==> src/rtl/core/f2i16q_pkg.sv <==
// Shared constants and pipeline types for the float-to-int16 quantizer.
package f2i16q_pkg;

  localparam int unsigned CFG_IDX_W = 1;
  localparam logic [CFG_IDX_W-1:0] CFG_SCALE  = 1'd0;
  localparam logic [CFG_IDX_W-1:0] CFG_OFFSET = 1'd1;

  localparam logic [31:0] SCALE_RESET  = 32'h3F80_0000;
  localparam logic [31:0] OFFSET_RESET = 32'h0000_0000;

  localparam logic [31:0] F_INF = 32'h7F80_0000;
  localparam logic [31:0] F_NAN = 32'h7FC0_0000;

  localparam logic signed [15:0] QCODE_MAX = 16'sh7FFF;
  localparam logic signed [15:0] QCODE_MIN = 16'sh8000;

  // exact operand ready for rounding: sign * mag * 2^exp, or a fixed special
  typedef struct packed {
    logic               sign;
    logic [63:0]        mag;
    logic signed [11:0] exp;
    logic               spec;
    logic [31:0]        spec_bits;
    logic               last;
  } rp_in_t;

  // rounding plan: shift amount and exponent field
  typedef struct packed {
    logic               sign;
    logic [63:0]        mag;
    logic signed [11:0] sh;
    logic [7:0]         biased;
    logic               ovf;
    logic               spec;
    logic [31:0]        spec_bits;
    logic               last;
  } rp_plan_t;

  typedef struct packed {
    logic [31:0] bits;
    logic        last;
  } fl_t;

  // aligned addends
  typedef struct packed {
    logic [62:0]        a_mag;
    logic [62:0]        b_mag;
    logic               sa;
    logic               sb;
    logic signed [11:0] exp;
    logic               spec;
    logic [31:0]        spec_bits;
    logic               last;
  } ad_t;

endpackage

==> src/rtl/core/float_to_int16_quantizer_top.sv <==
// Float-to-int16 quantizer: pipelined scale multiply, offset add and int16 conversion.
//
// Takes one single-precision sample per clock (start high while busy is low;
// busy never rises, so every start is a transfer) and delivers its int16 code
// on out_code_value, flagged by a one-cycle out_valid strobe with out_last_out
// alongside. Throughput is one sample per cycle. The pipe has eight register
// stages: 24x24 mantissa multiply, leading-one search, round/pack of the
// product, operand alignment for the offset add, magnitude add/subtract,
// leading-one search, round/pack of the sum, and the round-half-away int16
// conversion. Both float operations round to nearest-even separately (no fused
// multiply-add) and handle subnormals. A NaN anywhere gives 32767, infinities
// saturate by sign. The receiver has no way to stall the pipe, so results must
// be taken as they appear. The scale and offset registers are written through
// cfg_we/cfg_index/cfg_data and should only change while no sample is in flight.
module float_to_int16_quantizer_top
  import f2i16q_pkg::*;
(
  input  logic                  clk,
  input  logic                  rst_n,
  input  logic                  start,
  output logic                  busy,
  input  logic [31:0]           in_sample_bits,
  input  logic                  in_last_in,
  output logic                  out_valid,
  output logic signed [15:0]    out_code_value,
  output logic                  out_last_out,
  input  logic                  cfg_we,
  input  logic [CFG_IDX_W-1:0]  cfg_index,
  input  logic [31:0]           cfg_data
);

  // ---------------------------------------------------------------------------
  // float helpers
  // ---------------------------------------------------------------------------
  function automatic logic f_nan(input logic [31:0] x);
    return x[30:0] > F_INF[30:0];
  endfunction

  function automatic logic f_inf(input logic [31:0] x);
    return x[30:0] == F_INF[30:0];
  endfunction

  function automatic logic f_zero(input logic [31:0] x);
    return x[30:0] == 31'd0;
  endfunction

  function automatic logic [23:0] f_man(input logic [31:0] x);
    return (x[30:23] == 8'd0) ? {1'b0, x[22:0]} : {1'b1, x[22:0]};
  endfunction

  function automatic logic signed [11:0] f_exp(input logic [31:0] x);
    return (x[30:23] == 8'd0) ? -12'sd149 : ($signed({4'd0, x[30:23]}) - 12'sd150);
  endfunction

  function automatic logic [5:0] msb64(input logic [63:0] m);
    logic [5:0] idx;
    idx = 6'd0;
    for (int i = 0; i < 64; i++) begin
      if (m[i]) idx = 6'(i);
    end
    return idx;
  endfunction

  // pick the shift that lands the leading one at bit 23, or the subnormal shift
  function automatic rp_plan_t rp_plan(input rp_in_t x);
    rp_plan_t           o;
    logic signed [11:0] p;
    logic signed [11:0] pe;
    logic signed [11:0] sh_n;
    logic signed [11:0] sub;
    p    = $signed({6'd0, msb64(x.mag)});
    pe   = p + x.exp;
    sh_n = p - 12'sd23;
    sub  = -12'sd149 - x.exp;
    o.sign      = x.sign;
    o.mag       = x.mag;
    o.spec      = x.spec;
    o.spec_bits = x.spec_bits;
    o.last      = x.last;
    if (sh_n >= sub) begin
      o.sh     = sh_n;
      o.ovf    = pe > 12'sd127;
      o.biased = 8'(pe + 12'sd126);
    end else begin
      o.sh     = sub;
      o.ovf    = 1'b0;
      o.biased = 8'd0;
    end
    return o;
  endfunction

  // shift, round to nearest-even and pack
  function automatic logic [31:0] rp_do(input rp_plan_t x);
    logic [63:0]        q;
    logic [127:0]       sx;
    logic [6:0]         shr;
    logic signed [11:0] nsh;
    logic [32:0]        sum;
    logic [31:0]        res;
    q   = 64'd0;
    sx  = 128'd0;
    shr = 7'd0;
    nsh = -x.sh;
    sum = 33'd0;
    if (x.spec) begin
      res = x.spec_bits;
    end else if (x.ovf) begin
      res = {x.sign, F_INF[30:0]};
    end else begin
      if (x.sh < 12'sd0) begin
        q = x.mag << nsh[4:0];
      end else begin
        shr = (x.sh > 12'sd65) ? 7'd65 : x.sh[6:0];
        sx  = {x.mag, 64'd0} >> shr;
        q   = sx[127:64];
        if (sx[63] && ((|sx[62:0]) || q[0])) q = q + 64'd1;
      end
      sum = {2'd0, x.biased, 23'd0} + {8'd0, q[24:0]};
      if (sum >= {1'b0, F_INF}) res = {x.sign, F_INF[30:0]};
      else res = {x.sign, sum[30:0]};
    end
    return res;
  endfunction

  // ---------------------------------------------------------------------------
  // configuration registers
  // ---------------------------------------------------------------------------
  logic [31:0] scale_r, offset_r;

  always_ff @(posedge clk) begin
    if (!rst_n) begin
      scale_r  <= SCALE_RESET;
      offset_r <= OFFSET_RESET;
    end else if (cfg_we) begin
      if (cfg_index == CFG_SCALE) scale_r <= cfg_data;
      if (cfg_index == CFG_OFFSET) offset_r <= cfg_data;
    end
  end

  // ---------------------------------------------------------------------------
  // pipeline registers
  // ---------------------------------------------------------------------------
  logic [8:1]         v_r, v_nxt;
  rp_in_t             s1_r, s1_nxt;
  rp_plan_t           s2_r, s2_nxt;
  fl_t                s3_r, s3_nxt;
  ad_t                s4_r, s4_nxt;
  rp_in_t             s5_r, s5_nxt;
  rp_plan_t           s6_r, s6_nxt;
  fl_t                s7_r, s7_nxt;
  logic signed [15:0] code_r, code_nxt;
  logic               last_r, last_nxt;

  assign busy = 1'b0;

  // valid bits march with the data; no stall
  assign v_nxt = {v_r[7:1], start && !busy};

  // stage 1: mantissa product and special cases of the multiply
  always_comb begin
    logic [31:0] a, b;
    a = in_sample_bits;
    b = scale_r;
    s1_nxt.sign      = a[31] ^ b[31];
    s1_nxt.mag       = {16'd0, {24'd0, f_man(a)} * {24'd0, f_man(b)}};
    s1_nxt.exp       = f_exp(a) + f_exp(b);
    s1_nxt.last      = in_last_in;
    s1_nxt.spec      = 1'b1;
    s1_nxt.spec_bits = {s1_nxt.sign, 31'd0};
    if (f_nan(a) || f_nan(b)) begin
      s1_nxt.spec_bits = F_NAN;
    end else if (f_inf(a) || f_inf(b)) begin
      if (f_zero(a) || f_zero(b)) s1_nxt.spec_bits = F_NAN;
      else s1_nxt.spec_bits = {s1_nxt.sign, F_INF[30:0]};
    end else if (!(f_zero(a) || f_zero(b))) begin
      s1_nxt.spec = 1'b0;
    end
  end

  // stage 2 and 3: round the product
  assign s2_nxt      = rp_plan(s1_r);
  assign s3_nxt.bits = rp_do(s2_r);
  assign s3_nxt.last = s2_r.last;

  // stage 4: special cases of the add, operand swap and alignment
  always_comb begin
    logic [31:0]        a, b;
    logic [23:0]        ma, mb;
    logic signed [11:0] ea, eb, d, r;
    logic               sa, sb;
    logic [5:0]         k;
    a  = s3_r.bits;
    b  = offset_r;
    ma = f_man(a);
    mb = f_man(b);
    ea = f_exp(a);
    eb = f_exp(b);
    sa = a[31];
    sb = b[31];
    if (ea < eb) begin
      ma = f_man(b);
      mb = f_man(a);
      ea = f_exp(b);
      eb = f_exp(a);
      sa = b[31];
      sb = a[31];
    end
    d = ea - eb;
    k = (d > 12'sd38) ? 6'd38 : d[5:0];
    r = d - $signed({6'd0, k});
    s4_nxt.a_mag = {39'd0, ma} << k;
    if (r >= 12'sd24) begin
      s4_nxt.b_mag = 63'd1;
    end else begin
      s4_nxt.b_mag = {39'd0, mb >> r[4:0]};
      if (((mb >> r[4:0]) << r[4:0]) != mb) s4_nxt.b_mag[0] = 1'b1;
    end
    s4_nxt.sa   = sa;
    s4_nxt.sb   = sb;
    s4_nxt.exp  = ea - $signed({6'd0, k});
    s4_nxt.last = s3_r.last;
    s4_nxt.spec = 1'b1;
    if (f_nan(a) || f_nan(b)) begin
      s4_nxt.spec_bits = F_NAN;
    end else if (f_inf(a) && f_inf(b)) begin
      s4_nxt.spec_bits = (a[31] == b[31]) ? a : F_NAN;
    end else if (f_inf(a)) begin
      s4_nxt.spec_bits = a;
    end else if (f_inf(b)) begin
      s4_nxt.spec_bits = b;
    end else if (f_zero(a) && f_zero(b)) begin
      s4_nxt.spec_bits = {a[31] & b[31], 31'd0};
    end else if (f_zero(a)) begin
      s4_nxt.spec_bits = b;
    end else if (f_zero(b)) begin
      s4_nxt.spec_bits = a;
    end else begin
      s4_nxt.spec      = 1'b0;
      s4_nxt.spec_bits = 32'd0;
    end
  end

  // stage 5: magnitude add or subtract
  always_comb begin
    s5_nxt.exp       = s4_r.exp;
    s5_nxt.last      = s4_r.last;
    s5_nxt.spec      = s4_r.spec;
    s5_nxt.spec_bits = s4_r.spec_bits;
    s5_nxt.sign      = s4_r.sa;
    s5_nxt.mag       = {1'b0, s4_r.a_mag + s4_r.b_mag};
    if (s4_r.sa != s4_r.sb) begin
      if (s4_r.a_mag > s4_r.b_mag) begin
        s5_nxt.mag = {1'b0, s4_r.a_mag - s4_r.b_mag};
      end else if (s4_r.b_mag > s4_r.a_mag) begin
        s5_nxt.sign = s4_r.sb;
        s5_nxt.mag  = {1'b0, s4_r.b_mag - s4_r.a_mag};
      end else if (!s4_r.spec) begin
        // exact cancellation gives +0
        s5_nxt.spec      = 1'b1;
        s5_nxt.spec_bits = 32'd0;
      end
    end
  end

  // stage 6 and 7: round the sum
  assign s6_nxt      = rp_plan(s5_r);
  assign s7_nxt.bits = rp_do(s6_r);
  assign s7_nxt.last = s6_r.last;

  // stage 8: round half away from zero and saturate to int16
  always_comb begin
    logic [31:0]        x;
    logic [16:0]        q;
    logic signed [11:0] s;
    logic [24:0]        rs;
    x  = s7_r.bits;
    q  = 17'd0;
    s  = -f_exp(x);
    rs = 25'd0;
    if (x[30:23] >= 8'd142) begin
      q = 17'd32768;
    end else if (!f_zero(x) && (s < 12'sd25)) begin
      rs = ({1'b0, f_man(x)} + (25'd1 << (s[4:0] - 5'd1))) >> s[4:0];
      q  = rs[16:0];
    end
    if (f_nan(x)) code_nxt = QCODE_MAX;
    else if (!x[31]) code_nxt = (q > 17'd32767) ? QCODE_MAX : $signed(q[15:0]);
    else code_nxt = $signed(16'(17'h10000 - q));
    last_nxt = s7_r.last;
  end

  always_ff @(posedge clk) begin
    if (!rst_n) begin
      v_r <= '0;
    end else begin
      v_r <= v_nxt;
    end
    s1_r   <= s1_nxt;
    s2_r   <= s2_nxt;
    s3_r   <= s3_nxt;
    s4_r   <= s4_nxt;
    s5_r   <= s5_nxt;
    s6_r   <= s6_nxt;
    s7_r   <= s7_nxt;
    code_r <= code_nxt;
    last_r <= last_nxt;
  end

  assign out_valid      = v_r[8];
  assign out_code_value = code_r;
  assign out_last_out   = last_r;

  // ---------------------------------------------------------------------------
  // checks
  // ---------------------------------------------------------------------------
  a_strobe_from_transfer: assert property (@(posedge clk) disable iff (!rst_n)
    out_valid |-> $past(start, 8))
    else $error("result strobe without a matching input transfer");

  a_last_follows: assert property (@(posedge clk) disable iff (!rst_n)
    out_valid |-> (out_last_out == $past(in_last_in, 8)))
    else $error("last flag does not follow its sample");

  a_nan_code: assert property (@(posedge clk) disable iff (!rst_n)
    (out_valid && $past(in_sample_bits[30:0] > F_INF[30:0], 8))
      |-> (out_code_value == QCODE_MAX))
    else $error("NaN sample did not give the missing-value code");

endmodule

==> config.mk <==
export PLATFORM = sky130hd
export DESIGN_NAME = float_to_int16_quantizer_top
export DESIGN_NICKNAME = d
export VERILOG_FILES = /design/src/rtl/core/f2i16q_pkg.sv /design/src/rtl/core/float_to_int16_quantizer_top.sv
export SDC_FILE = /design/constraint.sdc
export NUM_CORES = 2
export LEC_CHECK = 0
export ABC_AREA = 1
export BUFFER_PORTS_ARGS = -buffer_cell sky130_fd_sc_hd__buf_2
export CAP_MARGIN = 25
export CORE_MARGIN = 4
export CORE_UTILIZATION = 46
export DETAILED_ROUTE_END_ITERATION = 10
export PLACE_DENSITY_LB_ADDON = 0.12
export SLEW_MARGIN = 10
export SYNTH_ARGS = -nofsm -noshare
export SYNTH_HDL_FRONTEND = slang
export SYNTH_SLANG_ARGS = --single-unit
export TNS_END_PERCENT = 100
==> constraint.sdc <==
create_clock -name clk -period 9.8 [get_ports clk]
set_input_delay 0 -clock clk [delete_from_list [all_inputs] [get_ports clk]]
set_output_delay 0 -clock clk [all_outputs]
set_load 0.02 [all_outputs]
* Yosys cells after proc, flatten, opt, wreduce, memory -nomap -nowiden
Cells that the tools add are included.
** Storage, ports and cells
- Flip-flop bits (word level) :: 759
- Output and inout port bits :: 19
- Word-level logic and storage cells :: 323
** Cells by class
- Multipliers :: 1
- Shifts and indexed selects :: 9
- Bitwise gates (word level) :: 5
- Add/subtract/negate cells :: 30
- $lt $le $gt $ge :: 23
- Equality and inequality tests :: 7
- Reduce and logical (&&, ||, !) cells :: 31
- Multiplexer cells :: 168
** Operators with widths (number)
- $mux W6 :: 109
- $mux W32 :: 12
- $mux W25 :: 8
- $mux W24 :: 7
- $gt A31 B31 Y1 const B :: 5
- $logic_not A31 Y1 :: 5
- $mux W65 :: 2
- $shr A128 B7 Y89 :: 1
- $gt A63 B63 Y1 :: 2
- $reduce_or A63 Y1 :: 2
- $sub A63 B63 Y63 :: 2
- $eq A31 B31 Y1 const B :: 4
- $mux W31 :: 4
- $shr A112 B7 Y89 :: 1
- $mux W33 :: 3
- $mux W12 :: 7
- $add A31 B25 Y32 :: 2
- $ge A32 B31 Y1 const B :: 2
- $mux W64 :: 1
- $shl A64 B5 Y25 :: 1
- $add A63 B63 Y63 :: 1
- $shl A24 B6 Y63 :: 1
- $add A25 B1 Y25 const B :: 2
- $gt A12 B8 Y1 const B :: 4
- other kinds (45) :: 86

* Depth between registers and ports, before layout
- Word-level depth :: 66
- Depth in mapped cells :: 80
- Mapped depth without buffers :: 79

* Least setup slack after synthesis
No wires, ideal clock.
- Kind :: reg-to-reg
- From :: reg scale_r[3]
- To :: reg s1_r[92] (netlist bit)
- Slack :: 1.792 ns
- Cell stages (with the launch flop) :: 37
- Path buffers :: 2
- Arrival :: 7.936 ns
- Clock period less this slack :: 8.008 ns
- Required time :: 9.728 ns
- Setup time :: 0.072 ns
- Path through :: dfxtp_1 clkbuf_1 clkbuf_1 nand2_1 fa_1 inv_1 fa_1 fa_1 inv_1 fa_1 fa_1 inv_1 fa_1 fa_1 ha_1 nand2_1 o211ai_1 a21oi_1 o21ai_0 a21oi_1 o21bai_1 a21oi_1 inv_1 a21oi_1 o21bai_1 a21oi_1 o21bai_1 a21oi_1 o21bai_1 a21oi_1 o21bai_1 a21o_1 a21oi_1 o21ai_0 a21oi_1 o31ai_1 xor2_1
** RTL lines
- start, declared :: RTL line float_to_int16_quantizer_top.sv:128 : logic [31:0] scale_r, offset_r;
- start signal, assigned :: RTL line float_to_int16_quantizer_top.sv:135 : if (cfg_index == CFG_SCALE) scale_r <= cfg_data;
- end signal, assigned :: RTL line float_to_int16_quantizer_top.sv:298 : s1_r <= s1_nxt;
- end, declared :: RTL line float_to_int16_quantizer_top.sv:144 : rp_in_t s1_r, s1_nxt;

==> impl_results.html <==
<table>
<tr><th>Metric</th><th>Value</th></tr>
<tr><th colspan="2">Worst setup path</th></tr>
<tr><td>Most Frequent Cell on Critical Path</td><td>sky130_fd_sc_hd__o21ai_0</td></tr>
<tr><td>Capturing element of the worst setup path</td><td>s1_r[93]</td></tr>
<tr><td>Biggest fanout along the worst timing path</td><td>15</td></tr>
<tr><td>Worst reg-to-reg path cell count</td><td>38</td></tr>
<tr><td>Critical Path Source Type</td><td>flip-flop</td></tr>
<tr><td>Critical Path Slowest Stage Cell</td><td>sky130_fd_sc_hd__dfxtp_1</td></tr>
<tr><td>R2R Setup Slk</td><td>0.78 ns</td></tr>
<tr><td>Worst setup path class</td><td>reg2reg</td></tr>
<tr><td>Endpoint required time on the critical path</td><td>10.41 ns</td></tr>
<tr><td>Data arrival time at the worst-slack endpoint</td><td>between 9 and 10 ns</td></tr>
<tr><td>Capture instance of the worst register-to-register path</td><td>s1_r[93]</td></tr>
<tr><td>Start point of the critical path</td><td>scale_r[4]</td></tr>
<tr><td>Crit end category</td><td>flip-flop</td></tr>
<tr><td>Reg-to-reg startpoint</td><td>scale_r[4]</td></tr>
<tr><td>Maximum single-stage delay on the critical path</td><td>between 0.5 and 0.6 ns</td></tr>
<tr><th colspan="2">Worst hold path</th></tr>
<tr><td>Path class of the lowest-slack min-delay path</td><td>in2reg</td></tr>
<tr><td>Worst hold path stage count</td><td>3</td></tr>
<tr><th colspan="2">Timing</th></tr>
<tr><td>Hold violation count in the final report</td><td>0</td></tr>
<tr><td>Final critical delay including setup and external delays</td><td>roughly 9 ns</td></tr>
<tr><td>Tightest Pin Transition</td><td>between 1 and 1.5 ns</td></tr>
<tr><td>Post-route setup TNS</td><td>0 ns</td></tr>
<tr><td>Setup repair after global routing missed its margin</td><td>false</td></tr>
<tr><td>Fin crit share</td><td>92.06%</td></tr>
<tr><td>F_max</td><td>between 100 and 150 MHz</td></tr>
<tr><td>Post-route clock skew</td><td>0.04398 ns</td></tr>
<tr><td>Worst setup slack after layout</td><td>between 0.7 and 0.8 ns</td></tr>
<tr><td>Final count of pins violating max slew</td><td>0</td></tr>
<tr><td>Final setup violation count</td><td>0</td></tr>
<tr><td>Slew margin rel.</td><td>27.78%</td></tr>
<tr><th colspan="2">Synthesis</th></tr>
<tr><td>Fraction of synthesis flops using an asynchronous set or reset pin</td><td>0%</td></tr>
<tr><td>Number of synthesized register bits</td><td>660</td></tr>
<tr><td>Synth Warn #</td><td>0</td></tr>
<tr><td>Distinct cell type count of the synthesized netlist</td><td>85</td></tr>
<tr><td>Avg Inst Size Synth</td><td>6.575 µm²</td></tr>
<tr><td>Net count of the mapped netlist</td><td>11179</td></tr>
<tr><td>Count of flip-flops with a built-in enable after synthesis</td><td>0</td></tr>
<tr><td>Share of the yosys chip area belonging to registers</td><td>19.60%</td></tr>
<tr><td>Cells after Synth</td><td>roughly 10000</td></tr>
<tr><td>Post-synth top flop</td><td>sky130_fd_sc_hd__dfxtp_1</td></tr>
<tr><td>Post-synthesis instance area</td><td>0.06743 mm²</td></tr>
<tr><th colspan="2">Clocking</th></tr>
<tr><td>Clock sink count</td><td>660</td></tr>
<tr><td>Post-CTS repair timing setup buffer count</td><td>0</td></tr>
<tr><td>Post_cts resized</td><td>0</td></tr>
<tr><td>Clock Pin Slew Worst Setup and Hold Paths</td><td>0.07 ns</td></tr>
<tr><td>Later-pin clock latency in the skew report</td><td>between 0.7 and 0.8 ns</td></tr>
<tr><td>Maximum clock insertion buffer count</td><td>3</td></tr>
<tr><td>Num CTS Buffers</td><td>79</td></tr>
<tr><td>Clock tree from TritonCTS</td><td>built</td></tr>
<tr><td>Root buffer selected by CTS</td><td>sky130_fd_sc_hd__clkbuf_16</td></tr>
<tr><td># H-tree levels</td><td>3</td></tr>
<tr><th colspan="2">Layout</th></tr>
<tr><td>Fill cells</td><td>about 15000</td></tr>
<tr><td>Synthesis-to-finish area growth</td><td>7.768%</td></tr>
<tr><td>Layout cells sized above 1</td><td>4.849%</td></tr>
<tr><td>Number of nets in the layout</td><td>11027</td></tr>
<tr><td>Most common library cell in the layout ignoring fill and taps</td><td>sky130_fd_sc_hd__nand2_1</td></tr>
<tr><td>Most frequent cells in the layout</td><td>sky130_fd_sc_hd__nand2_1, sky130_fd_sc_hd__inv_1, sky130_fd_sc_hd__o21ai_0, sky130_fd_sc_hd__nor2_1, sky130_fd_sc_hd__dfxtp_1</td></tr>
<tr><th colspan="2">Die</th></tr>
<tr><td>Die height</td><td>390.9 µm</td></tr>
<tr><td>Die Span X</td><td>390.9 µm</td></tr>
<tr><td>Initial cell density of the core</td><td>between 40% and 50%</td></tr>
<tr><td>Die footprint</td><td>0.1528 mm²</td></tr>
<tr><td>Ports placed on the boundary</td><td>89</td></tr>
<tr><td>Rows</td><td>140</td></tr>
<tr><td>Core outline area</td><td>~0.15 mm²</td></tr>
<tr><th colspan="2">Route</th></tr>
<tr><td>ANT nets after route</td><td>0</td></tr>
<tr><td>Iter 0 DRT Violations</td><td>5559</td></tr>
<tr><td>Final routed wire length divided by cell count</td><td>20.33 µm</td></tr>
<tr><td>Detailed-route vias per instance</td><td>5.421</td></tr>
<tr><td>DRC violation count after routing</td><td>0</td></tr>
<tr><td>Total wire length</td><td>roughly 250 mm</td></tr>
<tr><td>1st-pass router iterations</td><td>7</td></tr>
<tr><td>Via count</td><td>65527</td></tr>
<tr><th colspan="2">Job</th></tr>
<tr><td>Max Cap Viol</td><td>0</td></tr>
<tr><th colspan="2">Status</th></tr>
<tr><td>Outcome</td><td>finished, final reports clean</td></tr>
<tr><th colspan="2">Placed design</th></tr>
<tr><td>Port-buffer cells</td><td>87</td></tr>
<tr><td>DP Worst Slack</td><td>roughly 0.8 ns</td></tr>
<tr><td>Estimated wirelength of the detail-placed design</td><td>around 200 mm</td></tr>
<tr><td>GPL Wtd Cong</td><td>0.9788</td></tr>
<tr><th colspan="2">Global routing</th></tr>
<tr><td>Initial antenna violation count</td><td>3</td></tr>
<tr><td>Aggregate global-route resource usage</td><td>31.78%</td></tr>
<tr><td>Gr ovfl total</td><td>0</td></tr>
<tr><td>Vias in the first global route</td><td>63361</td></tr>
<tr><td>Maximum number of pins on one net before global-route repair</td><td>100</td></tr>
<tr><td>First-pass GRT wire length</td><td>~380 mm</td></tr>
</table>
==> critical path: cells and delay by family, from the launching register on <==
kind            cells  cell delay, ns
flops               1            0.55
xor+xnor            1            0.16
fa+ha+maj           8            3.46
simple gates        9            0.96
compound gates     15            3.24
buf+inv             5            0.57
==> registers in the layout, indices dropped and copies added, names as in the netlist <==
| name | flops |
|---|---|
| s4_r | 135 |
| s6_r | 119 |
| out_code_value | 16 |
| scale_r | 32 |
| s1_r | 66 |
| s5_r | 110 |
| s3_r | 33 |
| s2_r | 75 |
| last_nxt | 1 |
| v_r | 8 |
| s7_r | 32 |
| out_last_out | 1 |
| offset_r | 32 |
==> worst min path at each step <==
| stage | slack, ns | startpoint | to |
|---|---|---|---|
| after CTS | 0.07 | in_sample_bits[31] | s1_r[110] |
| after global routing | 0.09 | in_sample_bits[31] | s1_r[110] |
| after global placement | 0.11 | in_last_in | s1_r[0] |
| final | 0.13 | in_sample_bits[31] | s1_r[110] |
| after detailed placement | 0.11 | in_last_in | s1_r[0] |
| after floorplan | 0.03 | in_last_in | s1_r[0] |
==> Yosys cell counts, types with 70 or more instances <==
master | count | area share (%)
sky130_fd_sc_hd__nand2_1 | 2533 | 14
sky130_fd_sc_hd__inv_1 | 1837 | 10
sky130_fd_sc_hd__o21ai_0 | 1063 | 7.9
sky130_fd_sc_hd__nor2_1 | 792 | 4.4
sky130_fd_sc_hd__dfxtp_1 | 660 | 20
sky130_fd_sc_hd__fa_1 | 492 | 15
sky130_fd_sc_hd__a21oi_1 | 432 | 3.2
sky130_fd_sc_hd__clkbuf_1 | 405 | 2.3
sky130_fd_sc_hd__ha_1 | 362 | 6.7
sky130_fd_sc_hd__nand3_1 | 261 | 1.9
sky130_fd_sc_hd__xor2_1 | 202 | 2.6
sky130_fd_sc_hd__o21ai_1 | 115 | 0.85
sky130_fd_sc_hd__nor3_1 | 103 | 0.76
sky130_fd_sc_hd__nand4_1 | 96 | 0.89
sky130_fd_sc_hd__nor4_1 | 75 | 0.70
sky130_fd_sc_hd__mux2i_1 | 73 | 1.1
sky130_fd_sc_hd__a31oi_1 | 70 | 0.65
==> logic make-up (layout without fill, tap and decap cells) <==
group | count (synthesis) | in the layout | share of synthesized area [%]
buffers and inverters | 2387 | 2299 | 13.73
DFF | 660 | 660 | 19.60
AOI/OAI and AO/OA | 2047 | 2047 | 16.90
xor gates and xnor gates | 257 | 257 | 3.349
muxes | 73 | 73 | 1.084
adders and majority gates | 854 | 854 | 21.32
other | 2 | 6 | 0.01114
and+or+nand+nor | 3975 | 3975 | 24.00
==> metrics by stage <==
stage / area, µm² / hold WS [ns] / utilization, % / cells
6_report: 72660 / 0.1332 / 49.86 / 12088
5_1_grt: 72650 / 0.08879 / 49.85 / 12084
4_1_cts: 72620 / 0.06754 / 49.83 / 12082
3_5_place_dp: 69070 / 0.1087 / 47.39 / 11859
3_3_place_gp: 69040 / 0.1054 / 47.37 / 11858
2_1_floorplan: 67430 / 0.02772 / - / 10255
==> metal layers <==
metal	wire length (µm)	global-route usage, %	up-vias
li1	-	-	31942
met1	105900	42.08	30981
met2	113800	52.95	2181
met3	13620	3.093	419
met4	12320	13.71	4
met5	27	0	-
==> cell type report <==
| type | count | area [µm²] | area share (%) |
|---|---|---|---|
| multi-input combinational | 7208 | 45000 | 61.93 |
| clock inverter | 55 | 674.4 | 0.9281 |
| tap | 1917 | 2399 | 3.301 |
| inverter | 1867 | 7013 | 9.651 |
| sequential | 660 | 13210 | 18.18 |
| timing repair buffer | 287 | 2260 | 3.110 |
| clock buffer | 90 | 2098 | 2.888 |
| antenna | 4 | 10.01 | 0.01378 |
==> what timing repair did <==
item	in CTS	in global routing
hold buffers	78	0
setup endpoints to repair	0	0
endpoints found under the hold margin	91	0
Power is left out: the tool's default activity adds up to more than one toggle a clock period on the data nets, which glitch-free logic cannot reach.
